[config.mk]
export PLATFORM = sky130hd
export DESIGN_NAME = uart_command_frame_handler
export DESIGN_NICKNAME = d
export VERILOG_FILES = /design/src/sv/ucfh_pkg.sv /design/src/sv/ucfh_div.sv /design/src/sv/uart_command_frame_handler.sv
export SDC_FILE = /design/constraint.sdc
export NUM_CORES = 1
export LEC_CHECK = 0
export ABC_AREA = 1
export BUFFER_PORTS_ARGS = -buffer_cell sky130_fd_sc_hd__buf_2
export CAP_MARGIN = 40
export CORE_ASPECT_RATIO = 1.25
export CORE_MARGIN = 10
export CORE_UTILIZATION = 55
export DETAILED_ROUTE_END_ITERATION = 7
export GPL_ROUTABILITY_DRIVEN = 0
export PLACE_DENSITY_LB_ADDON = 0.15
export SLEW_MARGIN = 20
export SYNTH_ARGS = -nofsm -noshare
export SYNTH_HDL_FRONTEND = slang
export SYNTH_SLANG_ARGS = --single-unit
[constraint.sdc]
create_clock -name clk -period 11.61 [get_ports clk]
set_clock_uncertainty 0.2 [all_clocks]
set_input_delay 1.7415 -clock clk [delete_from_list [all_inputs] [get_ports clk]]
set_output_delay 1.7415 -clock clk [all_outputs]
set_load 0.01 [all_outputs]
[src/sv/ucfh_pkg.sv]
// Package for the UART command frame handler: constants, codes and divider port types.
package ucfh_pkg;

  // Frame layout
  localparam int FRAME_BYTES_DEF = 16;
  localparam int HDR_BYTES       = 9;   // only bytes 0..8 are ever decoded

  localparam logic [7:0] SYNC0        = 8'h55;
  localparam logic [7:0] SYNC1        = 8'hAA;
  localparam logic [7:0] CMD_BUTTON   = 8'h01;
  localparam logic [7:0] CMD_SETTINGS = 8'h02;

  localparam logic [7:0] BTN_ENTER  = 8'h00;
  localparam logic [7:0] BTN_SELECT = 8'h01;
  localparam logic [7:0] BTN_RUN    = 8'h02;
  localparam logic [7:0] BTN_RESET  = 8'h03;

  localparam logic [1:0] KIND_NONE     = 2'd0;
  localparam logic [1:0] KIND_BUTTON   = 2'd1;
  localparam logic [1:0] KIND_SETTINGS = 2'd2;
  localparam logic [1:0] KIND_UNKNOWN  = 2'd3;

  localparam logic [1:0] MENU_SHAPE = 2'd0;
  localparam logic [1:0] MENU_AMPL  = 2'd1;
  localparam logic [1:0] MENU_FREQ  = 2'd2;

  localparam logic [7:0]  SHAPE_MAX = 8'd3;
  localparam logic [15:0] MIN_RATE  = 16'd4;

  // Reset values of the settings
  localparam logic [1:0]  SHAPE_RST  = 2'd3;
  localparam logic [7:0]  AMPL_RST   = 8'd255;
  localparam logic [7:0]  FREQ_RST   = 8'd2;
  localparam logic [15:0] LENGTH_RST = 16'd50;
  localparam logic [15:0] RATE_RST   = 16'd1000;
  localparam logic [15:0] RELOAD_RST = 16'd62500;

  // Timer reload divide: 250000 / rate
  localparam int          DVD_W    = 18;
  localparam logic [17:0] DIVIDEND = 18'd250000;
  localparam int          STEP_W   = 5;

  typedef struct packed {
    logic        start;
    logic [15:0] divisor;
  } div_req_t;

  typedef struct packed {
    logic        busy;
    logic        done;
    logic [15:0] quot;
  } div_rsp_t;

endpackage

[src/sv/ucfh_div.sv]
// Restoring divider: constant dividend over a 16-bit divisor, one quotient bit per cycle.
module ucfh_div (
  input  logic               clk,
  input  logic               rst_n,
  input  ucfh_pkg::div_req_t req,
  output ucfh_pkg::div_rsp_t rsp
);

  logic                         busy_r;
  logic                         done_r;
  logic [ucfh_pkg::STEP_W-1:0]  step_r;
  logic [ucfh_pkg::DVD_W-1:0]   dvd_r;
  logic [ucfh_pkg::DVD_W-1:0]   quot_r;
  logic [15:0]                  rem_r;
  logic [15:0]                  dsr_r;
  logic [16:0]                  rem_sh;
  logic                         ge;

  assign rem_sh = {rem_r, dvd_r[ucfh_pkg::DVD_W-1]};
  assign ge     = (rem_sh >= {1'b0, dsr_r});

  always_ff @(posedge clk) begin
    if (!rst_n) begin
      busy_r <= 1'b0;
      done_r <= 1'b0;
      step_r <= '0;
    end else begin
      done_r <= 1'b0;
      if (req.start && !busy_r) begin
        busy_r <= 1'b1;
        step_r <= ucfh_pkg::STEP_W'(ucfh_pkg::DVD_W - 1);
      end else if (busy_r) begin
        step_r <= step_r - 1'b1;
        if (step_r == '0) begin
          busy_r <= 1'b0;
          done_r <= 1'b1;
        end
      end
    end
  end

  // datapath
  always_ff @(posedge clk) begin
    if (req.start && !busy_r) begin
      dsr_r  <= req.divisor;
      dvd_r  <= ucfh_pkg::DIVIDEND;
      rem_r  <= '0;
      quot_r <= '0;
    end else if (busy_r) begin
      dvd_r  <= {dvd_r[ucfh_pkg::DVD_W-2:0], 1'b0};
      quot_r <= {quot_r[ucfh_pkg::DVD_W-2:0], ge};
      rem_r  <= ge ? 16'(rem_sh - {1'b0, dsr_r}) : rem_sh[15:0];
    end
  end

  assign rsp.busy = busy_r;
  assign rsp.done = done_r;
  assign rsp.quot = quot_r[15:0];

endmodule

[src/sv/uart_command_frame_handler.sv]
// Top level of the UART command frame handler: frame assembly, command decode, settings.
//
// Input channel (in_valid/in_ready/in_rx_byte): one received UART byte per word.
// Output channel (out_valid/out_ready/out_*): one result word per input byte,
// carrying the completion flag, the command kind and every setting as it
// stands after that byte.
// A byte that does not finish a settings frame passes through evaluate and
// then loads the output register once it is free, which raises out_valid;
// the next byte is taken only after that load.
// A settings frame with a valid rate runs the restoring divider for
// 250000 / rate, plus the handshake into and out of it, before out_valid
// rises. One byte is in work at a time; in_ready is high only between
// bytes, so the divider sets the worst-case rate.
// The output register holds a finished word while the next byte is taken;
// if the receiver stalls, the following byte completes and then waits.
// Reset (rst_n low, synchronous) clears the frame header bytes and byte
// count and restores the default settings: shape 3, amplitude 255,
// frequency 2, not running, length 50, rate 1000, reload 62500.
module uart_command_frame_handler #(
  parameter int FRAME_BYTES = ucfh_pkg::FRAME_BYTES_DEF
) (
  input  logic        clk,
  input  logic        rst_n,
  input  logic        in_valid,
  output logic        in_ready,
  input  logic [7:0]  in_rx_byte,
  output logic        out_valid,
  input  logic        out_ready,
  output logic        out_frame_complete,
  output logic [1:0]  out_command_kind,
  output logic [1:0]  out_menu_index,
  output logic [1:0]  out_wave_shape,
  output logic [7:0]  out_wave_amplitude,
  output logic [7:0]  out_wave_frequency,
  output logic        out_running,
  output logic [15:0] out_capture_length,
  output logic [15:0] out_rate_value,
  output logic [15:0] out_reload_value,
  output logic        out_rate_error
);

  localparam int CW   = $clog2(FRAME_BYTES + 1);
  localparam int CMPW = (CW > 8) ? CW : 8;

  typedef enum logic [1:0] {S_IDLE, S_EVAL, S_DIV, S_FIN} state_t;

  state_t       state_r;
  logic [CW-1:0] cnt_r;
  // Only the header bytes 0..8 are decoded, so only they are kept.
  logic [7:0]   hdr_r [ucfh_pkg::HDR_BYTES];

  logic [1:0]   menu_r;
  logic [1:0]   shape_r;
  logic [7:0]   ampl_r;
  logic [7:0]   freq_r;
  logic         run_r;
  logic [15:0]  length_r;
  logic [15:0]  rate_r;
  logic [15:0]  reload_r;

  logic         complete_r;
  logic [1:0]   kind_r;
  logic         err_r;
  logic         div_start_r;

  logic         out_valid_r;
  logic         o_complete_r;
  logic [1:0]   o_kind_r;
  logic [1:0]   o_menu_r;
  logic [1:0]   o_shape_r;
  logic [7:0]   o_ampl_r;
  logic [7:0]   o_freq_r;
  logic         o_run_r;
  logic [15:0]  o_length_r;
  logic [15:0]  o_rate_r;
  logic [15:0]  o_reload_r;
  logic         o_err_r;

  ucfh_pkg::div_req_t div_req;
  ucfh_pkg::div_rsp_t div_rsp;

  logic         frame_hit;
  logic [15:0]  rx_rate;
  logic [15:0]  rx_length;
  logic         out_free;

  assign rx_rate   = {hdr_r[5], hdr_r[6]};
  assign rx_length = {hdr_r[7], hdr_r[8]};
  assign frame_hit = (hdr_r[0] == ucfh_pkg::SYNC0) && (hdr_r[1] == ucfh_pkg::SYNC1)
                  && (CMPW'(cnt_r) == CMPW'(hdr_r[3]));
  assign out_free  = !out_valid_r || out_ready;

  assign div_req.start   = div_start_r;
  assign div_req.divisor = rx_rate;

  ucfh_div u_div (
    .clk  (clk),
    .rst_n(rst_n),
    .req  (div_req),
    .rsp  (div_rsp)
  );

  // header capture: byte lands at the count it arrived at
  always_ff @(posedge clk) begin
    for (int i = 0; i < ucfh_pkg::HDR_BYTES; i++) begin
      if (!rst_n) begin
        hdr_r[i] <= '0;
      end else if (in_valid && in_ready && (cnt_r == CW'(i))) begin
        hdr_r[i] <= in_rx_byte;
      end
    end
  end

  always_ff @(posedge clk) begin
    if (!rst_n) begin
      state_r     <= S_IDLE;
      cnt_r       <= '0;
      menu_r      <= ucfh_pkg::MENU_SHAPE;
      shape_r     <= ucfh_pkg::SHAPE_RST;
      ampl_r      <= ucfh_pkg::AMPL_RST;
      freq_r      <= ucfh_pkg::FREQ_RST;
      run_r       <= 1'b0;
      length_r    <= ucfh_pkg::LENGTH_RST;
      rate_r      <= ucfh_pkg::RATE_RST;
      reload_r    <= ucfh_pkg::RELOAD_RST;
      complete_r  <= 1'b0;
      kind_r      <= ucfh_pkg::KIND_NONE;
      err_r       <= 1'b0;
      div_start_r <= 1'b0;
      out_valid_r <= 1'b0;
    end else begin
      // a new word replaces the old one in the same cycle it is taken
      if (state_r == S_FIN && out_free) begin
        out_valid_r <= 1'b1;
      end else if (out_ready) begin
        out_valid_r <= 1'b0;
      end
      unique case (state_r)
        S_IDLE: begin
          if (in_valid) begin
            cnt_r   <= cnt_r + 1'b1;
            state_r <= S_EVAL;
          end
        end
        S_EVAL: begin
          if (frame_hit) begin
            cnt_r      <= '0;
            complete_r <= 1'b1;
            priority if (hdr_r[4] == ucfh_pkg::CMD_BUTTON) begin
              kind_r  <= ucfh_pkg::KIND_BUTTON;
              err_r   <= 1'b0;
              state_r <= S_FIN;
              priority case (hdr_r[5])
                ucfh_pkg::BTN_ENTER: begin
                  priority case (menu_r)
                    ucfh_pkg::MENU_SHAPE: begin
                      if (hdr_r[6] <= ucfh_pkg::SHAPE_MAX) shape_r <= hdr_r[6][1:0];
                    end
                    ucfh_pkg::MENU_AMPL: ampl_r <= hdr_r[6];
                    ucfh_pkg::MENU_FREQ: freq_r <= hdr_r[6];
                    default: ;
                  endcase
                end
                ucfh_pkg::BTN_SELECT: begin
                  menu_r <= (menu_r == ucfh_pkg::MENU_FREQ) ? ucfh_pkg::MENU_SHAPE
                                                            : menu_r + 1'b1;
                end
                ucfh_pkg::BTN_RUN: run_r <= ~run_r;
                ucfh_pkg::BTN_RESET: begin
                  menu_r  <= ucfh_pkg::MENU_SHAPE;
                  shape_r <= '0;
                  ampl_r  <= '0;
                  freq_r  <= '0;
                end
                default: ;
              endcase
            end else if (hdr_r[4] == ucfh_pkg::CMD_SETTINGS) begin
              kind_r <= ucfh_pkg::KIND_SETTINGS;
              if (rx_rate < ucfh_pkg::MIN_RATE) begin
                err_r   <= 1'b1;   // reload would overflow: keep old settings
                state_r <= S_FIN;
              end else begin
                err_r       <= 1'b0;
                div_start_r <= 1'b1;
                state_r     <= S_DIV;
              end
            end else begin
              kind_r  <= ucfh_pkg::KIND_UNKNOWN;
              err_r   <= 1'b0;
              state_r <= S_FIN;
            end
          end else begin
            complete_r <= 1'b0;
            kind_r     <= ucfh_pkg::KIND_NONE;
            err_r      <= 1'b0;
            state_r    <= S_FIN;
            if (cnt_r == CW'(FRAME_BYTES)) begin
              cnt_r <= '0;   // buffer full, wrap
            end
          end
        end
        S_DIV: begin
          div_start_r <= 1'b0;
          if (div_rsp.done) begin
            length_r <= rx_length;
            rate_r   <= rx_rate;
            reload_r <= 16'(~div_rsp.quot + 16'd1);   // 65536 - q, mod 2^16
            state_r  <= S_FIN;
          end
        end
        S_FIN: begin
          if (out_free) begin
            state_r <= S_IDLE;
          end
        end
        default: state_r <= S_IDLE;
      endcase
    end
  end

  // result word payload
  always_ff @(posedge clk) begin
    if (state_r == S_FIN && out_free) begin
      o_complete_r <= complete_r;
      o_kind_r     <= kind_r;
      o_menu_r     <= menu_r;
      o_shape_r    <= shape_r;
      o_ampl_r     <= ampl_r;
      o_freq_r     <= freq_r;
      o_run_r      <= run_r;
      o_length_r   <= length_r;
      o_rate_r     <= rate_r;
      o_reload_r   <= reload_r;
      o_err_r      <= err_r;
    end
  end

  assign in_ready           = (state_r == S_IDLE);
  assign out_valid          = out_valid_r;
  assign out_frame_complete = o_complete_r;
  assign out_command_kind   = o_kind_r;
  assign out_menu_index     = o_menu_r;
  assign out_wave_shape     = o_shape_r;
  assign out_wave_amplitude = o_ampl_r;
  assign out_wave_frequency = o_freq_r;
  assign out_running        = o_run_r;
  assign out_capture_length = o_length_r;
  assign out_rate_value     = o_rate_r;
  assign out_reload_value   = o_reload_r;
  assign out_rate_error     = o_err_r;

`ifndef ASSERT_OFF
  a_kind_iff_complete: assert property (@(posedge clk) disable iff (!rst_n)
    out_valid |-> (out_frame_complete == (out_command_kind != ucfh_pkg::KIND_NONE)))
    else $error("command kind disagrees with frame completion");

  a_err_only_settings: assert property (@(posedge clk) disable iff (!rst_n)
    (out_valid && out_rate_error) |-> (out_command_kind == ucfh_pkg::KIND_SETTINGS))
    else $error("rate error on a non-settings result");

  a_cnt_in_range: assert property (@(posedge clk) disable iff (!rst_n)
    (state_r == S_IDLE) |-> (cnt_r < CW'(FRAME_BYTES)))
    else $error("byte count not wrapped before next byte");

  a_div_done_in_div: assert property (@(posedge clk) disable iff (!rst_n)
    div_rsp.done |-> (state_r == S_DIV))
    else $error("divider finished outside the divide wait");

  a_div_busy_in_div: assert property (@(posedge clk) disable iff (!rst_n)
    div_rsp.busy |-> (state_r == S_DIV && !in_ready))
    else $error("divider busy while sequencer is elsewhere");
`endif

endmodule

==> results.md, run 1 <==
- WP data required: 9670 ps
- Hold buffer count at cts: 0
- Grt total ovfl: 0
- Hold WC Path Type: flop to flop
- Compound-gate portion of the synthesized area: 6.43%
- RSZ-0062 raised after global routing: no
- Dpl hpwl: 17.6 mm
- Area after DPL: 12,600 sq um
- Number of max-cap violations: 0
- Max-slew violation count: 0
- Final wirelength: 25.7 mm
- Post-route clock period utilization: 29.3%
- Die Height: 185 um
- Largest net degree at the start of global routing: 81
- Share of layout cells above drive strength 1: 11.9%
- Mean post-synth cell area: 9.38 sq um
- Post-CTS setup buffer count: 0
- Fill count: 1,848
- Drt via density: 5.18
- Yosys cell types: 40
- GR Util All Layers: 17.9%
- CTS max path bufs: 3
- Adder-cell share of the synthesized area: 3.00%
- Hold Vio Cnt, Final: 0
- WS Path Type: flop to output port
- Mux share of post-synthesis cell area: 0%
- Max IR drop VDD: 0.188 mV
- Final Net Count: 1,400
- Storage element area: 7300 sq um
- CP Launch Type: flop
- Synth area leader: edfxtp_1
- First drt pass iteration count: 5
- Synth warnings: 0
- Clk slew on worst S/H paths: 60 ps
- Final min period: 3400 ps
- CTS buffer count: 29
- Setup TNS: 0 ps
- DR DRC count: 0
- Sw Pwr: 542 uW
- CP arrival: 1460 ps
- Worst Path Max Fanout: 5
- Initial antenna violation count: 0
- Worst slack at placement: 7760 ps
- Sequential element share of the synthesized area: 61.1%
- Boundary Pins: 87
- Chip width: 152 um
- Largest family of logic cells by synthesized area: simple AND/OR/NAND/NOR gates
- # rows: 60
- Crit-path max cell delay: 420 ps
- Worst slew pin tran: 833 ps
- First-pass GRT wire length: 42.0 mm
- Routed WL per cell: 15.4 um
- Vias: 8,612
- Final setup margin: 8210 ps
- Root buffer cell: clkbuf_16
- Starting Density: 55.6%
- Crit end category: output port
- Cells along the critical path: inv_1 -> ha_1 -> buf_2
- Sequential share of power: 51.4%
- Power Total: 2.26 mW
- Post_cts resized: 0
- Total clock sinks: 288
- Final instance area: 13,600 sq um
- WHS: 227 ps
- Syn-to-layout area delta: 13.8%
- Cell at the slowest stage of the critical path: dfxtp_1
- Setup violators final: 0
- Logic pwr share: 8.8%
- Power per Cell Area: 166 nW/um^2
- Max Freq: 0.294 GHz
- Die ar.: 28,100 sq um
- Outcome: finished clean
- Antenna Nets Post-Route: 0
- Internal power: 1.72 mW
- Mapped cell area: 11,900 sq um
- Vias in the first global route: 8,308
- Area contributors post-synth: edfxtp_1 38%, dfxtp_1 23%, nand2_1 7.8%
- Post-Synth XOR/XNOR Area: 1.31%
- Flops & latches, synth: 288
- Sw Ratio: 24.0%
- Worst-skew pair later-pin latency: 540 ps
- Top cell type's share of synthesized area: 38.5%
- CTS tree: built
- Core area: 21,500 sq um
- Leakage: 5.86 nW
- Syn Nets: 1,313
- Simple-gate area share of the yosys netlist: 21.9%
- Antenna diode count: 0
- Clock power frac: 39.7%
- Relative slew slack: 44.4%
- Multi-input gate area: 3910 sq um
- Violation count after the first detailed-route iteration: 533
- # port buffers: 86
- Synth Instances: 1,273
- H-tree Lvls: 1
==> critical path: cells and delay by family (launching register included) <==
kind,cells,cell delay (ps)
flip-flops,1,420
adder cells (fa/ha/maj),1,250
buffers and inverters,2,260
==> path summary, 6_finish.rpt <==
path	startpoint	end	slack, ps	cells past startpoint
setup / recovery	state_r[0]$_SDFFE_PN0P_	in_ready	8210	3
hold / removal	length_r[2]$_SDFFE_PN0P_	out_capture_length[2]$_DFFE_PP_	230	0
setup reg to reg	hdr_r[5][7]$_SDFFCE_PN0P_	ampl_r[0]$_SDFFE_PN1P_	8820	10
hold reg to reg	length_r[2]$_SDFFE_PN0P_	out_capture_length[2]$_DFFE_PP_	230	0
==> sequential cells by signal, summed over array words and instances (netlist names), 14 cells and up <==
name                cells
rate_r                 16
u_div.rem_r            16
u_div.quot_r           16
u_div.dvd_r            14
length_r               16
hdr_r                  64
out_rate_value         16
reload_r               16
out_reload_value       16
u_div.dsr_r            16
out_capture_length     16
==> placed cells by master (no fill, tap or decap), types with 3 or more instances in the layout <==
master     count
a22oi_1        6
ha_1          27
nand4_1       25
nand2_1      249
nand3_1       73
inv_2          8
xor2_1        10
nor2_2         3
dfxtp_1      135
clkbuf_8       5
o21ai_1        3
xnor2_1        6
clkinv_1       3
o22ai_1       22
buf_4          7
buf_2         86
clkbuf_1       8
nand3b_1      21
inv_1        142
edfxtp_1     153
nor2_1       209
o211ai_1       9
nand2_2        4
clkbuf_16     31
nor3_1        15
o21ai_0       51
a21oi_1       44
==> metrics by stage <==
step	util, %	instances
after detailed placement	58.8	1606
after global placement	58.7	1605
after CTS	63.2	1660
after global routing	63.3	1662
after floorplan	-	1273
final	63.3	1662
==> per-layer routing <==
layer / up-vias / GRT usage, % / share of wire, %
met1: 4081 / 20.8 / 43
met5: - / 0 / 0
met2: 120 / 33.6 / 52
met4: 0 / 3.97 / 1.4
li1: 4378 / - / -
met3: 33 / 2.95 / 3.2
==> synth_stat cells, drive strengths merged <==
cell type and count:
a21o 2, a21oi 45, a22oi 6, and2 1, buf 14, clkbuf 26, clkinv 1, dfxtp 135
edfxtp 153, fa 1, ha 27, inv 150, nand2 253, nand2b 1, nand3 75, nand3b 21
nand4 25, nor2 214, nor3 16, nor3b 1, nor4 1, o211ai 9, o21ai 54, o22ai 22
o31ai 1, or2 2, xnor2 7, xor2 10
==> power groups by stage <==
stage / Clock, mW / Sequential, mW / Combinational [mW]
after global routing: 0.964 / 1.17 / 0.225
after global placement: 0 / 1.18 / 0.193
after floorplan: 0 / 1.19 / 0.118
after CTS: 0.913 / 1.16 / 0.200
final: 0.897 / 1.16 / 0.200
after detailed placement: 0 / 1.18 / 0.199
==> final cells by class <==
cell class	count	share of cell area [%]
Multi-Input combinational cell	794	28.7
Sequential cell	288	53.7
Inverter	151	4.17
Tap cell	279	2.57
Clock buffer	44	6.43
Clock inverter	10	0.478
Timing Repair Buffer	96	3.96
==> logic make-up after synthesis <==
family | after synthesis
simple gates | 610
compound gates | 139
flops | 288
buf+inv | 191
fa+ha+maj | 28
xor+xnor | 17
Power figures use the tool's default switching activity.
==> run 2: changes to the inputs <==
clock period = 3.44 ns   (was 11.61 ns; I/O delays follow)
==> results.md, run 2 (synthesis results as in run 1) <==
- Outcome: finished clean
- CP Launch Type: flop
- CP arrival: 3050 ps (+1590 ps)
- Routed WL per cell: 15.8 um (+2.5%)
- Critical Path Sink: ampl_r[1]$_SDFFE_PN1P_
- GR Util All Layers: 18.2% (+0.34 points)
- Worst setup startpoint: hdr_r[5][7]$_SDFFCE_PN0P_
- Top reg by flops: hdr_r
- Area after DPL: 12,700 sq um (+0.22%)
- Power per Cell Area: 559 nW/um^2 (+240%)
- H-tree Lvls: 1 (unchanged)
- Chip width: 152 um (unchanged)
- Antenna diode count: 0 (unchanged)
- Grt total ovfl: 0 (unchanged)
- Worst Path Max Fanout: 13 (+8)
- Worst slew pin tran: 757 ps (-76.1 ps)
- # port buffers: 86 (unchanged)
- Post_cts resized: 0 (unchanged)
- Final cell count without fillers: 1,659 (-0.18%)
- Largest net degree at the start of global routing: 74 (-8.6%)
- Vias: 8,740 (+1.5%)
- Most frequent cells in the layout: 248 x nand2_1, 208 x nor2_1, 153 x edfxtp_1
- CTS tree: built
- CTS max path bufs: 3 (unchanged)
- Syn-to-layout area delta: 13.4%
- Most common cell after layout, fill and taps aside: nand2_1
- Violation count after the first detailed-route iteration: 511 (-4.1%)
- Dpl hpwl: 18.1 mm (+3.0%)
- Reg2reg setup slack: 610 ps (-8210 ps)
- GR Util met3: 3.06% (+0.12 points)
- Max Freq: 0.353 GHz
- Global routing's busiest layer: met2
- Share of layout cells above drive strength 1: 11.9% (+0.026 points)
- GR Layer Usage met1: 21.9% (+1.1 points)
- Max reg flops: 64 (unchanged)
- Die Height: 185 um (unchanged)
- Post-CTS setup buffer count: 0 (unchanged)
- R2r endpoint: ampl_r[1]$_SDFFE_PN1P_
- Drt via density: 5.27 (+1.7%)
- Setup violators final: 0 (unchanged)
- Number of max-cap violations: 0 (unchanged)
- WP data required: 3660 ps (-6010 ps)
- # rows: 60 (unchanged)
- RSZ-0062 raised after global routing: no
- Hold Vio Cnt, Final: 0 (unchanged)
- Root buffer cell: clkbuf_16
- First-pass GRT wire length: 42.6 mm (+1.5%)
- Worst-skew pair later-pin latency: 560 ps (+20 ps)
- Reg2Reg Depth: 10 (unchanged)
- Starting Density: 55.6% (unchanged)
- WS Path Type: flop to flop
- Fill count: 1,866 (+0.97%)
- Vias in the first global route: 8,473 (+2.0%)
- RR Startpoint: hdr_r[5][7]$_SDFFCE_PN0P_
- First drt pass iteration count: 5 (unchanged)
- Core area: 21,500 sq um (unchanged)
- Setup TNS: 0 ps (unchanged)
- CTS buffer count: 27 (-6.9%)
- Max-slew violation count: 0 (unchanged)
- M2 GR Usage: 32.6% (-0.98 points)
- DP Cell Count: 1,609 (+0.19%)
- Final setup margin: 605 ps (-7600 ps)
- Hold buffer count at cts: 0 (unchanged)
- Hold WC Path Type: input pin to flop
- Worst slack at placement: 611 ps (-7150 ps)
- Boundary Pins: 87 (unchanged)
- Die ar.: 28,100 sq um (unchanged)
- Relative slew slack: 49.5% (+5.0 points)
- Final wirelength: 26.3 mm (+2.3%)
- Leakage: 5.83 nW (-0.40%)
- Final min period: 2830 ps
- Clk slew on worst S/H paths: 60 ps (about the same)
- Worst Hold Depth: 4 (+4)
- Final instance area: 13,500 sq um (-0.43%)
- Post-route clock period utilization: 82.4%
- Max IR drop VDD: 0.491 mV (+160%)
- Final Net Count: 1,399 (-0.071%)
- Crit end category: flop
- Initial antenna violation count: 0 (unchanged)
- Antenna Nets Post-Route: 0 (unchanged)
- DR DRC count: 0 (unchanged)
- Total clock sinks: 288 (unchanged)
==> run 2: stage by stage <==
step	utilization, %	total power, mW	hold slack [ps]
finish	63.1	7.57	109
global route	63.1	7.87	124
CTS	63.1	7.64	96.6
detailed placement	58.9	4.67	214
global placement	58.9	4.65	213
floorplan	-	4.42	203
==> run 2: power by group <==
group          internal, mW  switching [mW]
combinational         0.201           0.463
clock                  1.70            1.28
sequential             3.83          0.0881
total                  5.74            1.83
==> run 2: area by class of cell <==
cell class                      count  area [sq um]  area share [%]
Inverter                          151           567            4.19
Clock inverter                     16           176            1.30
Tap cell                          279           349            2.58
Sequential cell                   288          7300            53.9
Clock buffer                       34           712            5.26
Multi-Input combinational cell    794          3920            28.9
Timing Repair Buffer               97           526            3.88
==> run 2: worst min-delay path by stage <==
| stage | from | to |
|---|---|---|
| floorplan | kind_r[1]$_SDFFE_PN0P_ | out_command_kind[1]$_DFFE_PP_ |
| global placement | length_r[12]$_SDFFE_PN0P_ | out_capture_length[12]$_DFFE_PP_ |
| detailed placement | rate_r[5]$_SDFFE_PN1P_ | out_rate_value[5]$_DFFE_PP_ |
| CTS | out_ready | out_valid$_SDFFE_PN0P_ |
| global route | out_ready | out_valid$_SDFFE_PN0P_ |
| finish | out_ready | out_valid$_SDFFE_PN0P_ |
==> run 2: layer usage <==
metal | part of all wire [%] | up-vias
li1 | - | 4382
met1 | 42 | 4123
met2 | 51 | 188
met3 | 5.1 | 47
met4 | 2.2 | 0
met5 | 0 | -
==> run 2: worst max-delay path, stage by stage, from the launching register on <==
cell      delay, ps
edfxtp_1        480
nor2_1          200
nand2_1         110
nor2_1          240
inv_2            70
nor2_2          360
nor2_1          140
nor2_4          310
nand3_1         340
nand2_1         160
nand3_1          70
==> run 3: changes to the inputs <==
CORE_UTILIZATION = 54   (was 55)
clock period = 2.6 ns   (was 3.44 ns; I/O delays follow)
==> results.md, run 3 (synthesis results as in run 1) <==
- Relative slew slack: 49.8% (+0.31 points)
- Vias in the first global route: 8,523 (+0.59%)
- Syn-to-layout area delta: 14.0%
- Final setup margin: 311 ps (-294 ps)
- Reg2Reg Depth: 10 (unchanged)
- First drt pass iteration count: 5 (unchanged)
- Final core occ: 63.0% (about the same)
- Die ar.: 28,500 sq um (+1.6%)
- Grt total ovfl: 0 (unchanged)
- Power per Cell Area: 740 nW/um^2 (+32%)
- # rows: 60 (unchanged)
- Max-slew violation count: 0 (unchanged)
- DR DRC count: 0 (unchanged)
- Hold Vio Cnt, Final: 0 (unchanged)
- Vias: 8,686 (-0.62%)
- Initial antenna violation count: 0 (unchanged)
- CTS tree: built
- Final instance area: 13,600 sq um (+0.61%)
- Number of max-cap violations: 0 (unchanged)
- Worst slack at placement: 311 ps (-300 ps)
- Final Net Count: 1,409 (+0.71%)
- Share of layout cells above drive strength 1: 12.6% (+0.70 points)
- Boundary Pins: 87 (unchanged)
- Max reg flops: 64 (unchanged)
- WP data required: 2820 ps (-840 ps)
- Max IR drop VDD: 0.758 mV (+54%)
- CTS max path bufs: 3 (unchanged)
- Most common cell after layout, fill and taps aside: nand2_1
- Root buffer cell: clkbuf_16
- CP Launch Type: flop
- Antenna Nets Post-Route: 0 (unchanged)
- Post-route clock period utilization: 88.0% (+5.6 points)
- R2r endpoint: u_div.rem_r[14]$_SDFFE_PP0P_
- Hold endpoint: cnt_r[0]$_SDFFE_PN0P_
- Drt via density: 5.20 (-1.3%)
- Worst-skew pair later-pin latency: 540 ps (-20 ps)
- Worst slew pin tran: 748 ps (-9.58 ps)
- Total clock sinks: 288 (unchanged)
- Area after DPL: 12,700 sq um (+0.34%)
- Fill count: 1,826 (-2.1%)
- Leakage: 5.90 nW (+1.1%)
- Routed WL per cell: 15.7 um (-0.72%)
- Top reg by flops: hdr_r
- Reg2reg setup slack: 310 ps (-290 ps)
- WS Path Type: flop to flop
- Hold WC Path Type: input pin to flop
- RR Startpoint: u_div.dsr_r[0]$_DFFE_PP_
- Clk slew on worst S/H paths: 70 ps (about the same)
- Chip width: 153 um (+0.80%)
- Worst hold start: rst_n
- Core area: 21,600 sq um (+0.70%)
- Dpl hpwl: 18.5 mm (+2.1%)
- GR Util All Layers: 18.1% (-0.085 points)
- Setup violators final: 0 (unchanged)
- First-pass GRT wire length: 42.9 mm (+0.68%)
- Antenna diode count: 0 (unchanged)
- Final wirelength: 26.2 mm (about the same)
- Crit end category: flop
- RSZ-0062 raised after global routing: no
- Final min period: 2290 ps (-546 ps)
- Most frequent cells in the layout: 249 x nand2_1, 209 x nor2_1, 153 x edfxtp_1
- Max Freq: 0.437 GHz (+24%)
- Worst Path Max Fanout: 3 (-10)
- Worst Hold Depth: 3 (-1)
- H-tree Lvls: 1 (unchanged)
- Setup TNS: 0 ps (unchanged)
- CTS buffer count: 28 (+3.7%)
- Largest net degree at the start of global routing: 52 (-30%)
- Starting Density: 55.3% (-0.39 points)
- Violation count after the first detailed-route iteration: 457 (-11%)
- Die Height: 186 um (+0.82%)
- CP arrival: 2510 ps (-540 ps)
- Post-CTS setup buffer count: 0 (unchanged)
- Outcome: finished clean
- # port buffers: 86 (unchanged)
==> run 3: cell types whose count changed in the layout (fill, tap and decap cells not counted), sizes merged <==
cell / previous run / this run
buf: 97 / 105
bufinv: 3 / 2
clkinvlp: 2 / 1
clkinv: 10 / 13
clkbuf: 34 / 35
dlygate4sd3: 0 / 1
==> run 3: what timing repair did <==
action	4_1_cts	5_1_grt
endpoints found under the hold margin	1	0
gates resized for setup	0	0
hold buffers	1	0
==> run 3: through the flow <==
stage / cells / power, mW / hold WS (ps)
6_report: 1670 / 10.1 / 47.1
4_1_cts: 1670 / 10.2 / 13.5
5_1_grt: 1670 / 10.5 / 41.8
3_5_place_dp: 1617 / 6.19 / 215
2_1_floorplan: 1273 / 5.85 / 203
3_3_place_gp: 1617 / 6.17 / 208
==> run 3: worst max path at each step <==
stage                                    from                              end  slack [ps]  depth (start not counted)
floorplan             state_r[0]$_SDFFE_PN0P_  out_capture_length[0]$_DFFE_PP_         190                          3
global placement     u_div.dsr_r[0]$_DFFE_PP_     u_div.rem_r[14]$_SDFFE_PP0P_         350                         10
detailed placement  hdr_r[5][4]$_SDFFCE_PN0P_           ampl_r[5]$_SDFFE_PN1P_         310                         10
CTS                 hdr_r[5][4]$_SDFFCE_PN0P_           ampl_r[7]$_SDFFE_PN1P_         290                         10
global route        hdr_r[5][2]$_SDFFCE_PN0P_           ampl_r[6]$_SDFFE_PN1P_          10                         10
finish               u_div.dsr_r[0]$_DFFE_PP_     u_div.rem_r[14]$_SDFFE_PP0P_         310                         10
==> run 3: routing by layer <==
metal / wire (um) / GRT usage (%)
met4: 851 / 6.88
met5: 0 / 0
met2: 13200 / 32.6
met3: 1020 / 2.37
met1: 11100 / 21.7
==> run 3: where the power goes <==
group | total [mW] | switching [mW] | internal [mW]
clock network | 3.99 | 1.68 | 2.30
logic | 0.896 | 0.625 | 0.271
registers | 5.19 | 0.120 | 5.07
total | 10.1 | 2.43 | 7.65
==> run 3: final cells by class <==
cell class              instances  area [sq um]  area share, %
clock buffers                  35           768           5.64
well taps                     279           349           2.56
flip-flops and latches        288          7300           53.6
clock inverters                17           150           1.10
multi-input cells             794          3910           28.7
inverters                     151           567           4.16
repair buffers                106           583           4.28
==> run 3: worst max-delay path: stages (launching register included) <==
cell	delay [ps]
edfxtp_1	370
ha_1	230
fa_1	400
nor2_1	150
nor2_1	100
o21ai_1	290
nand3_1	140
nand3_1	90
nand3_1	80
nand2_1	90
nand2_1	40
